**src/rtl/pedal_percent_and_brake_hysteresis_core_macros.svh**
```systemverilog
`ifndef PEDAL_PERCENT_AND_BRAKE_HYSTERESIS_CORE_MACROS_SVH
`define PEDAL_PERCENT_AND_BRAKE_HYSTERESIS_CORE_MACROS_SVH

// same-cycle implication, checked outside reset
`define PPBH_ASSERT_NOW(label, ante, cons) \
	label: assert property (@(posedge clk) disable iff (!arst_n) (ante) |-> (cons)) \
		else $error("ppbh check failed");

// next-cycle implication, checked outside reset
`define PPBH_ASSERT_NEXT(label, ante, cons) \
	label: assert property (@(posedge clk) disable iff (!arst_n) (ante) |=> (cons)) \
		else $error("ppbh check failed");

`endif

```
**src/rtl/ppbh_pkg.sv**
```systemverilog
`default_nettype none

package ppbh_pkg;

	// sample and result beats
	typedef struct packed {
		logic [11:0] throttle_raw;
		logic [11:0] brake_raw;
	} sample_t;

	typedef struct packed {
		logic [6:0] throttle_pct;
		logic [6:0] brake_pct;
		logic       light_on;
		logic       light_changed;
		logic       torque_cut;
		logic       start_allowed;
		logic [6:0] torque_pct;
	} result_t;

	// register map, word index
	typedef enum logic [2:0] {
		REG_THROTTLE_MIN  = 3'd0,
		REG_THROTTLE_MAX  = 3'd1,
		REG_BRAKE_MIN     = 3'd2,
		REG_BRAKE_MAX     = 3'd3,
		REG_LIGHT_ON_PCT  = 3'd4,
		REG_LIGHT_OFF_PCT = 3'd5,
		REG_CUT_HIGH_PCT  = 3'd6,
		REG_CUT_LOW_PCT   = 3'd7
	} reg_idx_t;

	// sequencer states
	typedef enum logic [1:0] {
		ST_IDLE,
		ST_SETUP,
		ST_DIV,
		ST_FINISH
	} state_t;

	// register reset values
	localparam logic [11:0] THROTTLE_MIN_RST  = 12'd769;
	localparam logic [11:0] THROTTLE_MAX_RST  = 12'd825;
	localparam logic [11:0] BRAKE_MIN_RST     = 12'd20;
	localparam logic [11:0] BRAKE_MAX_RST     = 12'd48;
	localparam logic [6:0]  LIGHT_ON_PCT_RST  = 7'd10;
	localparam logic [6:0]  LIGHT_OFF_PCT_RST = 7'd5;
	localparam logic [6:0]  CUT_HIGH_PCT_RST  = 7'd25;
	localparam logic [6:0]  CUT_LOW_PCT_RST   = 7'd5;

	// brake percent that must be exceeded to allow a start
	localparam logic [6:0]  START_BRAKE_PCT   = 7'd10;
	localparam logic [6:0]  FULL_SCALE_PCT    = 7'd100;

	// top quotient bit of the divide, quotient never exceeds 100
	localparam logic [2:0]  DIV_TOP_BIT       = 3'd6;

endpackage

`default_nettype wire

```
**src/rtl/pedal_percent_and_brake_hysteresis_core.sv**
```systemverilog
// Pedal percent and brake hysteresis core. Each sample beat carries a raw throttle and a raw
// brake reading; each is clamped to its calibrated min..max window and scaled to a whole
// percent (x - min) * 100 / (max - min), truncated, with 0 for a window where max <= min.
// The brake percent drives two hysteresis flags (brake light, torque cut), a start
// permission flag (brake percent above 10) and a torque demand that is 0 while cut and the
// throttle percent otherwise. One result beat per sample. A single restoring divider is
// shared by both channels: per channel a setup step, then compare-subtract steps from
// quotient bit 6 down to bit 0; a finish step then settles the flags and loads the output
// register, waiting while an earlier result is unclaimed. sample_ready is high only while
// the sequencer is idle; a finished result waits in an output register, so a new sample
// can be taken while the previous result is still unclaimed. Calibration registers sit on
// an APB-style port at byte addresses 0x00..0x1C and must only be written while the core is idle.
`default_nettype none

`include "pedal_percent_and_brake_hysteresis_core_macros.svh"

module pedal_percent_and_brake_hysteresis_core (
	input  wire logic             clk,
	input  wire logic             arst_n,
	input  wire logic             sample_valid,
	output logic                  sample_ready,
	input  wire ppbh_pkg::sample_t sample,
	output logic                  result_valid,
	input  wire logic             result_ready,
	output ppbh_pkg::result_t     result,
	input  wire logic             psel,
	input  wire logic             penable,
	input  wire logic             pwrite,
	input  wire logic [4:0]       paddr,
	input  wire logic [31:0]      pwdata,
	output logic [31:0]           prdata,
	output logic                  pready
);
	import ppbh_pkg::*;

	// calibration registers
	logic [11:0] throttle_min_q, throttle_max_q, brake_min_q, brake_max_q;
	logic [6:0]  light_on_pct_q, light_off_pct_q, cut_high_pct_q, cut_low_pct_q;

	// sequencer and datapath registers
	state_t      state_q, state_d;
	logic        ch_q;
	logic [11:0] t_raw_q, b_raw_q;
	logic [18:0] rem_q;
	logic [11:0] den_q;
	logic [6:0]  quo_q;
	logic [2:0]  bit_q;
	logic [6:0]  t_pct_q, b_pct_q;
	logic        light_q, cut_q;
	logic        result_valid_q;
	result_t     result_q;

	// sequencer strobes
	logic        take_sample, load_setup, div_step, finish_load;

	logic        cfg_write;
	reg_idx_t    cfg_idx;

	assign pready    = 1'b1;
	assign cfg_idx   = reg_idx_t'(paddr[4:2]);
	assign cfg_write = psel && penable && pwrite;

	// register writes
	always_ff @(posedge clk or negedge arst_n) begin
		if (!arst_n) begin
			throttle_min_q  <= THROTTLE_MIN_RST;
			throttle_max_q  <= THROTTLE_MAX_RST;
			brake_min_q     <= BRAKE_MIN_RST;
			brake_max_q     <= BRAKE_MAX_RST;
			light_on_pct_q  <= LIGHT_ON_PCT_RST;
			light_off_pct_q <= LIGHT_OFF_PCT_RST;
			cut_high_pct_q  <= CUT_HIGH_PCT_RST;
			cut_low_pct_q   <= CUT_LOW_PCT_RST;
		end else if (cfg_write) begin
			case (cfg_idx)
				REG_THROTTLE_MIN:  throttle_min_q  <= pwdata[11:0];
				REG_THROTTLE_MAX:  throttle_max_q  <= pwdata[11:0];
				REG_BRAKE_MIN:     brake_min_q     <= pwdata[11:0];
				REG_BRAKE_MAX:     brake_max_q     <= pwdata[11:0];
				REG_LIGHT_ON_PCT:  light_on_pct_q  <= pwdata[6:0];
				REG_LIGHT_OFF_PCT: light_off_pct_q <= pwdata[6:0];
				REG_CUT_HIGH_PCT:  cut_high_pct_q  <= pwdata[6:0];
				REG_CUT_LOW_PCT:   cut_low_pct_q   <= pwdata[6:0];
				default: ;
			endcase
		end
	end

	// register readback
	always_comb begin
		case (cfg_idx)
			REG_THROTTLE_MIN:  prdata = {20'd0, throttle_min_q};
			REG_THROTTLE_MAX:  prdata = {20'd0, throttle_max_q};
			REG_BRAKE_MIN:     prdata = {20'd0, brake_min_q};
			REG_BRAKE_MAX:     prdata = {20'd0, brake_max_q};
			REG_LIGHT_ON_PCT:  prdata = {25'd0, light_on_pct_q};
			REG_LIGHT_OFF_PCT: prdata = {25'd0, light_off_pct_q};
			REG_CUT_HIGH_PCT:  prdata = {25'd0, cut_high_pct_q};
			REG_CUT_LOW_PCT:   prdata = {25'd0, cut_low_pct_q};
			default:           prdata = 32'd0;
		endcase
	end

	// next state
	always_comb begin
		state_d = state_q;
		case (state_q)
			ST_IDLE:   if (sample_valid) state_d = ST_SETUP;
			ST_SETUP:  state_d = ST_DIV;
			ST_DIV: begin
				if (bit_q == 3'd0) state_d = ch_q ? ST_FINISH : ST_SETUP;
			end
			ST_FINISH: if (!result_valid_q || result_ready) state_d = ST_IDLE;
			default:   state_d = ST_IDLE;
		endcase
	end

	// sequencer outputs
	always_comb begin
		sample_ready = 1'b0;
		load_setup   = 1'b0;
		div_step     = 1'b0;
		finish_load  = 1'b0;
		case (state_q)
			ST_IDLE:   sample_ready = 1'b1;
			ST_SETUP:  load_setup   = 1'b1;
			ST_DIV:    div_step     = 1'b1;
			ST_FINISH: finish_load  = !result_valid_q || result_ready;
			default: ;
		endcase
	end

	assign take_sample = sample_valid && sample_ready;

	always_ff @(posedge clk or negedge arst_n) begin
		if (!arst_n) state_q <= ST_IDLE;
		else         state_q <= state_d;
	end

	// channel operands for the setup cycle
	logic [11:0] sel_x, sel_lo, sel_hi, off, span;
	logic        window_ok;
	logic [18:0] off_x100;

	always_comb begin
		sel_x     = ch_q ? b_raw_q     : t_raw_q;
		sel_lo    = ch_q ? brake_min_q : throttle_min_q;
		sel_hi    = ch_q ? brake_max_q : throttle_max_q;
		window_ok = sel_hi > sel_lo;
		span      = sel_hi - sel_lo;
		if (sel_x < sel_lo)      off = 12'd0;
		else if (sel_x > sel_hi) off = span;
		else                     off = sel_x - sel_lo;
		// times 100 as 64 + 32 + 4
		off_x100  = ({7'd0, off} << 6) + ({7'd0, off} << 5) + ({7'd0, off} << 2);
	end

	// shared compare-subtract step
	logic [19:0] trial;
	logic [6:0]  quo_d;

	always_comb begin
		trial = {1'b0, rem_q} - ({8'd0, den_q} << bit_q);
		quo_d = quo_q;
		if (!trial[19]) quo_d[bit_q] = 1'b1;
	end

	// divider datapath
	always_ff @(posedge clk) begin
		if (take_sample) begin
			t_raw_q <= sample.throttle_raw;
			b_raw_q <= sample.brake_raw;
		end
		if (load_setup) begin
			rem_q <= window_ok ? off_x100 : 19'd0;
			den_q <= window_ok ? span : 12'd1;
			quo_q <= 7'd0;
			bit_q <= DIV_TOP_BIT;
		end else if (div_step) begin
			if (!trial[19]) rem_q <= trial[18:0];
			quo_q <= quo_d;
			bit_q <= bit_q - 3'd1;
			if (bit_q == 3'd0) begin
				if (ch_q) b_pct_q <= quo_d;
				else      t_pct_q <= quo_d;
			end
		end
	end

	// channel select
	always_ff @(posedge clk or negedge arst_n) begin
		if (!arst_n) begin
			ch_q <= 1'b0;
		end else if (take_sample) begin
			ch_q <= 1'b0;
		end else if (div_step && bit_q == 3'd0) begin
			ch_q <= 1'b1;
		end
	end

	// hysteresis update
	logic light_rise, light_fall, light_d, cut_d;

	always_comb begin
		light_rise = (b_pct_q >= light_on_pct_q) && !light_q;
		light_fall = (b_pct_q < light_off_pct_q) && light_q;
		light_d    = light_rise ? 1'b1 : (light_fall ? 1'b0 : light_q);
		cut_d      = cut_q;
		if (b_pct_q > cut_high_pct_q) cut_d = 1'b1;
		if (b_pct_q < cut_low_pct_q)  cut_d = 1'b0;
	end

	always_ff @(posedge clk or negedge arst_n) begin
		if (!arst_n) begin
			light_q <= 1'b0;
			cut_q   <= 1'b0;
		end else if (finish_load) begin
			light_q <= light_d;
			cut_q   <= cut_d;
		end
	end

	// output register
	always_ff @(posedge clk or negedge arst_n) begin
		if (!arst_n)          result_valid_q <= 1'b0;
		else if (finish_load) result_valid_q <= 1'b1;
		else if (result_ready) result_valid_q <= 1'b0;
	end

	always_ff @(posedge clk) begin
		if (finish_load) begin
			result_q.throttle_pct  <= t_pct_q;
			result_q.brake_pct     <= b_pct_q;
			result_q.light_on      <= light_d;
			result_q.light_changed <= light_rise || light_fall;
			result_q.torque_cut    <= cut_d;
			result_q.start_allowed <= b_pct_q > START_BRAKE_PCT;
			result_q.torque_pct    <= cut_d ? 7'd0 : t_pct_q;
		end
	end

	assign result_valid = result_valid_q;
	assign result       = result_q;

	// checks
	`PPBH_ASSERT_NOW(a_cut_zero_torque, result_valid && result.torque_cut, result.torque_pct == 7'd0)
	`PPBH_ASSERT_NOW(a_light_matches, result_valid, result.light_on == light_q)
	`PPBH_ASSERT_NOW(a_throttle_range, result_valid, result.throttle_pct <= FULL_SCALE_PCT)
	`PPBH_ASSERT_NOW(a_brake_range, result_valid, result.brake_pct <= FULL_SCALE_PCT)
	`PPBH_ASSERT_NEXT(a_accept_starts, sample_valid && sample_ready, (state_q == ST_SETUP) && !ch_q)

endmodule

`default_nettype wire
```
**config.mk**
```make
export PLATFORM = sky130hd
export DESIGN_NAME = pedal_percent_and_brake_hysteresis_core
export DESIGN_NICKNAME = d
export VERILOG_FILES = /design/src/rtl/ppbh_pkg.sv /design/src/rtl/pedal_percent_and_brake_hysteresis_core.sv
export VERILOG_INCLUDE_DIRS = /design/src /design/src/rtl
export SDC_FILE = /design/constraint.sdc
export NUM_CORES = 1
export LEC_CHECK = 0
export ABC_CLOCK_PERIOD_IN_PS = 6400
export BUFFER_PORTS_ARGS = -buffer_cell sky130_fd_sc_hd__buf_2
export CELL_PAD_IN_SITES_DETAIL_PLACEMENT = 1
export CELL_PAD_IN_SITES_GLOBAL_PLACEMENT = 1
export CORE_AREA = 2 2 224 226
export DETAILED_ROUTE_END_ITERATION = 8
export DIE_AREA = 0 0 226 228
export GPL_ROUTABILITY_DRIVEN = 0
export PLACE_DENSITY_LB_ADDON = 0.1
export SYNTH_ARGS = -nofsm -noshare
export SYNTH_HDL_FRONTEND = slang
export SYNTH_SLANG_ARGS = --single-unit
```
**constraint.sdc**
```tcl
create_clock -name clk -period 6.4 [get_ports clk]
set_input_delay 1.28 -clock clk [delete_from_list [all_inputs] [get_ports clk]]
set_output_delay 1.28 -clock clk [all_outputs]
set_load 0.03 [all_outputs]
```
# ---- Word level (Yosys, flattened, before mapping)
# Index checks and enable logic that the tools add are counted.
dict set report totals {
  elab_cells 121
  out_inout_bits 60
  regBits 186
  inputBits 68
}
dict set report op_classes {
  n_bitwise 3
  eq_ne 14
  n_addsub 6
  shift 1
  n_reduce_logical 29
  order_cmp 10
  muxes 30
}
# operator n
set op_table {}
lappend op_table {{$pmux W32 S8} 1}
lappend op_table {{$mux W19} 4}
lappend op_table {{$mux W12} 5}
lappend op_table {{$gt A12 B12 Y1} 2}
lappend op_table {{$sub A12 B12 Y12} 2}
lappend op_table {{$shl A12 B3 Y20} 1}
lappend op_table {{$sub A19 B20 Y20} 1}
lappend op_table {{$add A18 B17 Y19} 1}
lappend op_table {{$add A19 B14 Y19} 1}
lappend op_table {{$reduce_and A2 Y1} 9}
lappend op_table {{$lt A7 B7 Y1} 2}
lappend op_table {{$mux W1} 13}
lappend op_table {{$eq A3 B3 Y1 const B} 4}
lappend op_table {{$lt A12 B12 Y1} 1}
lappend op_table {{$mux W2} 4}
lappend op_table {{$ne A2 B2 Y1 const B} 4}
lappend op_table {{$pmux W2 S4} 1}
lappend op_table {{$reduce_and A4 Y1} 2}
lappend op_table {{$ge A7 B7 Y1} 1}
lappend op_table {{$gt A7 B4 Y1 const B} 1}
lappend op_table {{$gt A7 B7 Y1} 1}
lappend op_table {{$logic_and A1 B1 Y1} 7}
lappend op_table {{$mux W7} 1}
lappend op_table {{$or A7 B7 Y7} 1}
lappend op_table {{other kinds (15)} 23}

# ---- Depth between registers and ports, before layout
# Gate-level depths: netlist (run 1).
dict set report logic_depth {
  depth_word 8
  mapped_depth 27
  ltp_nobuf 24
}

# ---- Least setup slack after synthesis (run 1)
# No wires, ideal clock.
dict set report synth_timing {
  path_type {flip-flop to flip-flop}
  from {register ch_q}
  to {register rem_q[15], data pin}
  period_less_slack_ns 5.848
  setup_ns 0.271
  slack_ns 0.552
  arrival_ns 5.576
  stages_incl_launch_ff 25
  path_buffers 2
  cell_sequence {dfrtp_1 clkbuf_1 clkbuf_1 mux2i_1 inv_1 fa_1 nor2b_1 o21ai_1 a21oi_1 o41ai_2 o2111ai_1 o21a_1 o21a_1 inv_1 fa_1 inv_1 ha_1 a21o_1 a21o_1 a311o_1 a21o_1 and4_1 nor3_1 xor2_1 o22ai_1}
}
dict set report synth_between {
  elab_chain_len 8
  word_cells_on_any_way 14
  cone_classes {4 x add/sub; 3 x order compare; 7 x mux}
}
# element line_no
set synth_lines {}
lappend synth_lines {{start: declaration} pedal_percent_and_brake_hysteresis_core.sv:42} ;# logic ch_q;
lappend synth_lines {{start signal: assignment} pedal_percent_and_brake_hysteresis_core.sv:193} ;# ch_q <= 1'b0;
lappend synth_lines {{start signal: assignment} pedal_percent_and_brake_hysteresis_core.sv:195} ;# ch_q <= 1'b0;
lappend synth_lines {{start signal: assignment} pedal_percent_and_brake_hysteresis_core.sv:197} ;# ch_q <= 1'b1;
lappend synth_lines {{$mux W12, on equally long branches} {pedal_percent_and_brake_hysteresis_core.sv:146, pedal_percent_and_brake_hysteresis_core.sv:147, pedal_percent_and_brake_hysteresis_core.sv:148}}
lappend synth_lines {{$sub A12 B12 Y12, or another cell as far along} pedal_percent_and_brake_hysteresis_core.sv:153} ;# else off = sel_x - sel_lo;
lappend synth_lines {{$mux W12} pedal_percent_and_brake_hysteresis_core.sv:152} ;# else if (sel_x > sel_hi) off = span;
lappend synth_lines {{$mux W12} pedal_percent_and_brake_hysteresis_core.sv:151} ;# if (sel_x < sel_lo) off = 12'd0;
lappend synth_lines {{$add A18 B17 Y19} pedal_percent_and_brake_hysteresis_core.sv:155} ;# off_x100 = ({7'd0, off} << 6) + ({7'd0, off} << 5) + ({7'd0, off} << 2);
lappend synth_lines {{$add A19 B14 Y19} pedal_percent_and_brake_hysteresis_core.sv:155}
lappend synth_lines {{$mux W19 (*)} pedal_percent_and_brake_hysteresis_core.sv:175} ;# rem_q <= window_ok ? off_x100 : 19'd0;
lappend synth_lines {{$mux W19 (*)} pedal_percent_and_brake_hysteresis_core.sv:174} ;# if (load_setup) begin
lappend synth_lines {{end signal: assignment} pedal_percent_and_brake_hysteresis_core.sv:175}
lappend synth_lines {{end signal: assignment} pedal_percent_and_brake_hysteresis_core.sv:180} ;# if (!trial[19]) rem_q <= trial[18:0];
lappend synth_lines {{end: declaration} pedal_percent_and_brake_hysteresis_core.sv:44} ;# logic [18:0] rem_q;
# Mark *: on every way between the ends. The rest lies on a longest branch, timed or not.
# A chain may end at the register's enable or synchronous reset.

# ---- Worst setup path after layout (run 1)
# Same ends and word-level chain as after synthesis.

==> impl_metrics.ini, run 1 <==
[status]
outcome = finished clean

[timing]
relSlewSlack_pct = 33.4
tns_ns = 0
postLayoutSetupSlackWorst_ns = 0.391
worst_slew_pin_slew_ns = 0.998
finalHoldViolCount = 0
timing.final.crit_period_ns = 6.01
slew_viol_final = 0
max_freq_mhz = 166
skew_ns = 0.0114
fin_crit_sh_pct = 93.9
setup_viol = 0
rsz0062_at_grt = false

[clock_tree]
post_cts_buffers = 0
cts.htree.levels = 4
cts_tree = yes
insertion_delay_ns = 0.48
cts_root_buf = clkbuf_16
cts-buffers-inserted = 17
numClockSinks = 186
clockBufferDepth = 2
clk_pin_slew_ns = 0.07

[critical_path]
reg2reg_to = rem_q[15]
crit_chain = buf_12, mux2i_2, inv_1, ha_1, nor2b_1, o21a_1, o21a_1, o21ai_0, a31oi_4, inv_2, and2_0, o21a_1, inv_1, fa_1, inv_1, ha_1, a21o_1, a21o_1, a311o_1, a21o_1, and4_1, nor3_1, xor2_1, o22ai_1
critPathMaxFanout = 30
worst_ep_required_time_ns = 6.60
cp-start-kind = flop
critPathLaunch = ch_q
slowest_stage = fa_1
critPathKind = flop to flop
cp-end-kind = flop
r2r_start = ch_q
reg2reg_depth = 24
cp_data_arrival_time_ns = 6.21
slowest_delay_ns = 0.58
reg2reg_slack_ns = 0.39

[global_routing]
grt_start_max_net_pins = 52
grt_usage_pct = 14.6
grt_pass1_vias = 9123
grt_overflow = 0
antenna_found_initial = 1
grt_pass1_wl_um = 56100

[pwr]
power.density_mw_per_mm2 = 623
peakVddDrop_v = 0.000266
p_leak_nw = 5.95

[layout]
seq_area_mm2 = 0.00510
fin_nets = 1400
final_cells = 1903
fillers = 5524
finish.instance_area_mm2 = 0.0140
area_delta_synth_final_pct = 15.1
insertedDiodeCount = 0
drive_gt1_share_pct = 22.7
multi_input_area_mm2 = 0.00652

[detailed_routing]
vias_per_cell = 4.51
firstDrtPassIters = 4
routed_wl_um = 35900
drtIter0Drc = 290
wire_per_inst_um = 18.9
ant_nets = 0
top_layer_used = met5
wl_met1_um = 17900
dr_wl_met2_um = 16700
drc_errors = 0
wl_met3_um = 675
vias = 8584

[logic_synthesis]
yosys.area.top_type_share_pct = 23.2
synth_area_per_cell_um2 = 10.8
synth-edff-count = 94
synth_flop_cell = edfxtp_1
netlist_area_mm2 = 0.0122
synthDistinctLibCells = 83
netlist_instances = 1130
async_flop_share_pct = 44.1
ys_seq_area_share_pct = 41.9
ys_top_cells_by_count = ha_1 (103), edfxtp_1 (94), inv_1 (85)
synth_area_leaders = edfxtp_1 (23%), dfrtp_1 (12%), ha_1 (11%)
synth.most_common_cell = ha_1
ys_seq_elements = 186
yosysWarningCount = 0
synth_top_area_cell = edfxtp_1

[floorplanning]
initial_core_util_pct = 24.7
core_mm2 = 0.0493
core.rowCount = 82
die_area_mm2 = 0.0515
io_pins = 128
die_w_um = 226
die_h_um = 228

[place]
dp_hpwl_um = 27700
dp.cells = 1871
place_area_mm2 = 0.0134
io_buffers = 84
place_ws_ns = 0.294

[worst_hold_path]
min_from = t_pct_q[3]
min_to = result[21]
hold_depth = 0
hp-class = flop to flop

[run]
drv_cap = 0
## through the flow
stage / hold WS (ns) / power (W) / utilization, %
2_1_floorplan: 0.417 / 0.00611 / -
3_3_place_gp: 0.426 / 0.00772 / 27.1
3_5_place_dp: 0.433 / 0.00773 / 27.1
4_1_cts: 0.451 / 0.00888 / 28.3
5_1_grt: 0.456 / 0.00962 / 28.4
6_report: 0.448 / 0.00873 / 28.4
## registers in the layout (all words and copies together), names as in the netlist, 12 cells and up
signal          count
rem_q              19
brake_max_q        12
result             25
t_raw_q            12
brake_min_q        12
b_raw_q            12
den_q              12
throttle_min_q     12
throttle_max_q     12
## cell type report
cell class	count	area share, %
clock buffer	18	3.06
timing repair buffer	108	4.40
sequential	186	36.4
clock inverter	14	1.15
multi-input combinational	817	46.6
tap	672	6.00
inverter	88	2.36
## per-layer routing
metal	track usage (%)	up-vias
met5	0	-
met4	5.07	2
met3	2.25	31
met2	23.4	88
met1	20.0	4226
li1	-	4237
## worst max-delay path, delay by kind of cell (launching register included)
family          cells  cell delay [ns]
compound gates     10             2.06
xor+xnor            1             0.20
fa+ha+maj           3             1.16
buf+inv             5             0.71
flops               1             0.51
mux                 1             0.33
simple gates        4             0.74
## cells in the final DEF, fill, tap and decap left out, drive strengths merged, types with 9 or more instances in the layout
master / instances
buf: 108
ha: 103
edfxtp: 94
inv: 92
mux2: 76
nand2: 73
o21ai: 68
nor2: 63
dfrtp: 60
a21oi: 50
mux2i: 43
xnor2: 28
a21o: 26
and2: 23
dfstp: 22
conb: 21
and3: 18
clkbuf: 18
nand2b: 17
nand3: 16
nor3: 16
nor2b: 15
o21a: 14
xor2: 13
mux4: 12
fa: 11
dfxtp: 10
o22ai: 9
clkinv: 9
## repair_timing
action                                  4_1_cts  5_1_grt
hold buffers                                  0        0
endpoints found under the setup margin        0        3
resized for setup                             0        5
## worst max-delay path by stage
stage                            to  slack, ns  cells after the start
final                     rem_q[15]       0.39                     24
after global routing      rem_q[15]       0.04                     24
after detailed placement  rem_q[15]       0.29                     24
after floorplan           rem_q[15]       0.55                     24
after global placement    rem_q[15]       0.36                     24
after CTS                 rem_q[15]       0.25                     24
## cell families after synthesis
group	Yosys count	synth area share, %
buffers and inverters	146	5.29
other	2	0.0617
muxes	131	12.8
xor gates and xnor gates	41	2.95
and+or+nand+nor	264	10.8
AOI/OAI and AO/OA	246	13.8
adders and majority gates	114	12.4
DFF	186	41.9
## power by group
group,internal [W],switching [W],leakage (nW)
clock network,0.000554,0.000535,0.288
registers,0.00178,0.000231,1.93
logic,0.00233,0.00330,3.73
total,0.00467,0.00406,5.95
(Power assumes the default switching activity.)
==> run 2: changes to the inputs <==
- ABC_AREA: not set -> 1
- CORE_AREA: 2 2 224 226 -> 2 2 228 230
- DIE_AREA: 0 0 226 228 -> 0 0 230 232
==> run 2 against run 1 <==
Area after synthesis increased by 3.3%. Count of clock-buffer cells in the layout down 1. Sequential cell count did not move. Global-route usage rose by 0.44 points. Hold slack better by 0.0057 ns. Setup slack improved by 0.54 ns. Final area grew 1.8%. Register-to-register slack better by 0.54 ns. Utilization fell by 0.36 points. Sequential share of layout area fell by 0.65 points. Critical endpoint unchanged. Die area up 3.6%. Largest cell class unchanged.
==> impl_metrics.ini, run 2 <==
[clock_tree]
cts-buffers-inserted = 17
cts.htree.levels = 4
clockBufferDepth = 2
cts_tree = yes
insertion_delay_ns = 0.47
numClockSinks = 186
cts_resized = 0
hold_buffers = 0
cts_root_buf = clkbuf_16
post_cts_buffers = 0
clk_pin_slew_ns = 0.08

[global_routing]
grt_util_met2_pct = 25.9
grt_pass1_wl_um = 62000
met1_usage_pct = 19.9
grt_pass1_vias = 11000
antenna_found_initial = 0
grt.busiest_layer = met2
grtUsageMet3_pct = 2.04
grt_overflow = 0
grt_start_max_net_pins = 53
grt_usage_pct = 15.1

[logic_synthesis]
yosys.area_share.simple_pct = 22.0
muxShareOfSynthArea_pct = 0.876
synth_top_family_by_area = simple AND/OR/NAND/NOR gates
yosysWarningCount = 0
synth_xor_area_share_pct = 1.32
synth.most_common_cell = nand2_1
synthDistinctLibCells = 55
yosys.area_share.adder_pct = 12.0
synth_area_per_cell_um2 = 8.07
ys_seq_area_share_pct = 40.6
synth-edff-count = 94
async_flop_share_pct = 44.1
netlist_area_mm2 = 0.0126
synth_area_leaders = edfxtp_1 (22%), dfrtp_1 (12%), nand2_1 (11%)
netlist_instances = 1556
ys_seq_elements = 186
ys_top_cells_by_count = nand2_1 (378), inv_1 (206), o21ai_0 (124)
synth_flop_cell = edfxtp_1
yosys.area.top_type_share_pct = 22.5
synth_top_area_cell = edfxtp_1
synth_compound_area_share_pct = 14.0

[status]
outcome = finished clean

[floorplanning]
die_h_um = 232
die_area_mm2 = 0.0534
die_w_um = 230
core_mm2 = 0.0509
initial_core_util_pct = 24.7
core.rowCount = 83
io_pins = 128

[critical_path]
reg2reg_to = rem_q[15]
crit_chain = inv_1, or2_2, o21ai_0, ha_1, a21o_1, nor2_1, nand3_2, nand2_2, inv_2, nand2_1, nand2_1, nor2_2, inv_1, fa_1, inv_1, ha_1, a21oi_1, o21ai_0, a21oi_1, o21ai_0, or2_1, nand3_1, nand2_1
worst-path-buf-inv = 4
worst_ep_required_time_ns = 6.61
critPathLaunch = ch_q
reg2reg_depth = 23
slowest_delay_ns = 0.53
crit_cells = 23
slowest_stage = fa_1
r2r_start = ch_q
cp-start-kind = flop
reg2reg_slack_ns = 0.94
critPathCapture = rem_q[15]
critPathKind = flop to flop
cp-end-kind = flop
critPathTopFamily = simple AND/OR/NAND/NOR gates
critPathMaxFanout = 13
cp_data_arrival_time_ns = 5.68

[timing]
relSlewSlack_pct = 21.3
finalHoldViolCount = 0
rsz0062_at_grt = false
fin_crit_sh_pct = 85.4
worst_slew_pin_slew_ns = 1.17
setup_viol = 0
max_freq_mhz = 183
tns_ns = 0
timing.final.crit_period_ns = 5.46
slew_viol_final = 0
skew_ns = 0.0225

[detailed_routing]
firstDrtPassIters = 6
vias = 10300
wire_per_inst_um = 16.7
ant_nets = 0
vias_per_cell = 4.44
routed_wl_um = 38700
drtIter0Drc = 437
drc_errors = 0

[place]
dp_hpwl_um = 30800
io_buffers = 84

[layout]
regMostFlops = result
final_cell_mix = nand2_1 (378), inv_1 (206), o21ai_0 (124)
layout_commonest_cell = nand2_1
area_delta_synth_final_pct = 13.5
drive_gt1_share_pct = 12.0
top_regs = result (25), rem_q (19)
insertedDiodeCount = 0
largest_reg_flops = 25
fin_nets = 1806

[worst_hold_path]
hp-class = flop to flop

[run]
drv_cap = 0
## run 2: changes by cell type in the layout (fill, tap and decap cells not counted), sizes merged, moves of 24 or more
| cell | change |
|---|---|
| inv | +127 |
| nand2 | +312 |
| xnor2 | -24 |
| nand3 | +77 |
| nor2 | +36 |
| o21ai | +101 |
| mux2 | -76 |
| a21oi | +29 |
| mux2i | -32 |
## run 2: cell type report
class                   count  area (µm²)
clock buffers              17         425
inverters                 214         808
flip-flops and latches    186        5100
well taps                 680         851
repair buffers             90         468
fillers                  6105       36600
multi-input cells        1115        6380
clock inverters            15         215
## run 2: worst min-delay path by stage
stage | slack (ns) | cells after the start | endpoint | start
floorplan | 0.43 | 0 | result[18] | t_pct_q[0]
global placement | 0.43 | 0 | result[20] | t_pct_q[2]
detailed placement | 0.44 | 0 | result[20] | t_pct_q[2]
CTS | 0.46 | 0 | result[20] | t_pct_q[2]
global route | 0.48 | 0 | result[23] | t_pct_q[5]
finish | 0.45 | 0 | result[20] | t_pct_q[2]
## run 2: logic make-up (layout without fill, tap and decap cells)
| logic type | count (synthesis) | in the layout |
|---|---|---|
| buffers and inverters | 274 | 336 |
| and+or+nand+nor | 636 | 636 |
| AOI/OAI and AO/OA | 314 | 314 |
| DFF | 186 | 186 |
| adders and majority gates | 114 | 114 |
| other | 2 | 21 |
| xor gates and xnor gates | 19 | 19 |
| muxes | 11 | 11 |
## run 2: worst reg2reg max path, delay by kind of cell, from the launching register on
family          cells  cell delay, ns
simple gates       10            1.75
fa+ha+maj           3            1.25
compound gates      6            1.08
buf+inv             4            0.63
flops               1            0.52
## run 2: per-layer routing
| layer | part of all wire (%) | wire length [µm] |
|---|---|---|
| met1 | 49 | 18900 |
| met2 | 48 | 18600 |
| met3 | 2.1 | 795 |
| met4 | 1.1 | 410 |
| met5 | 0 | 0 |
## run 2: through the flow
stage / worst slack (ns) / cells / utilization, % / cell area, µm² / hold slack [ns]
after global routing: 0.419 / 2317 / 28.0 / 14300 / 0.485
final: 0.936 / 2317 / 28.0 / 14300 / 0.454
after detailed placement: 0.797 / 2285 / 26.8 / 13600 / 0.440
after CTS: 0.778 / 2317 / 28.0 / 14300 / 0.459
after global placement: 0.905 / 2285 / 26.8 / 13600 / 0.432
after floorplan: 1.70 / 1575 / - / 12600 / 0.426
Power of run 2 is left out: the tool's default activity adds up to more than one toggle a clock period on the data nets, which glitch-free logic cannot reach.
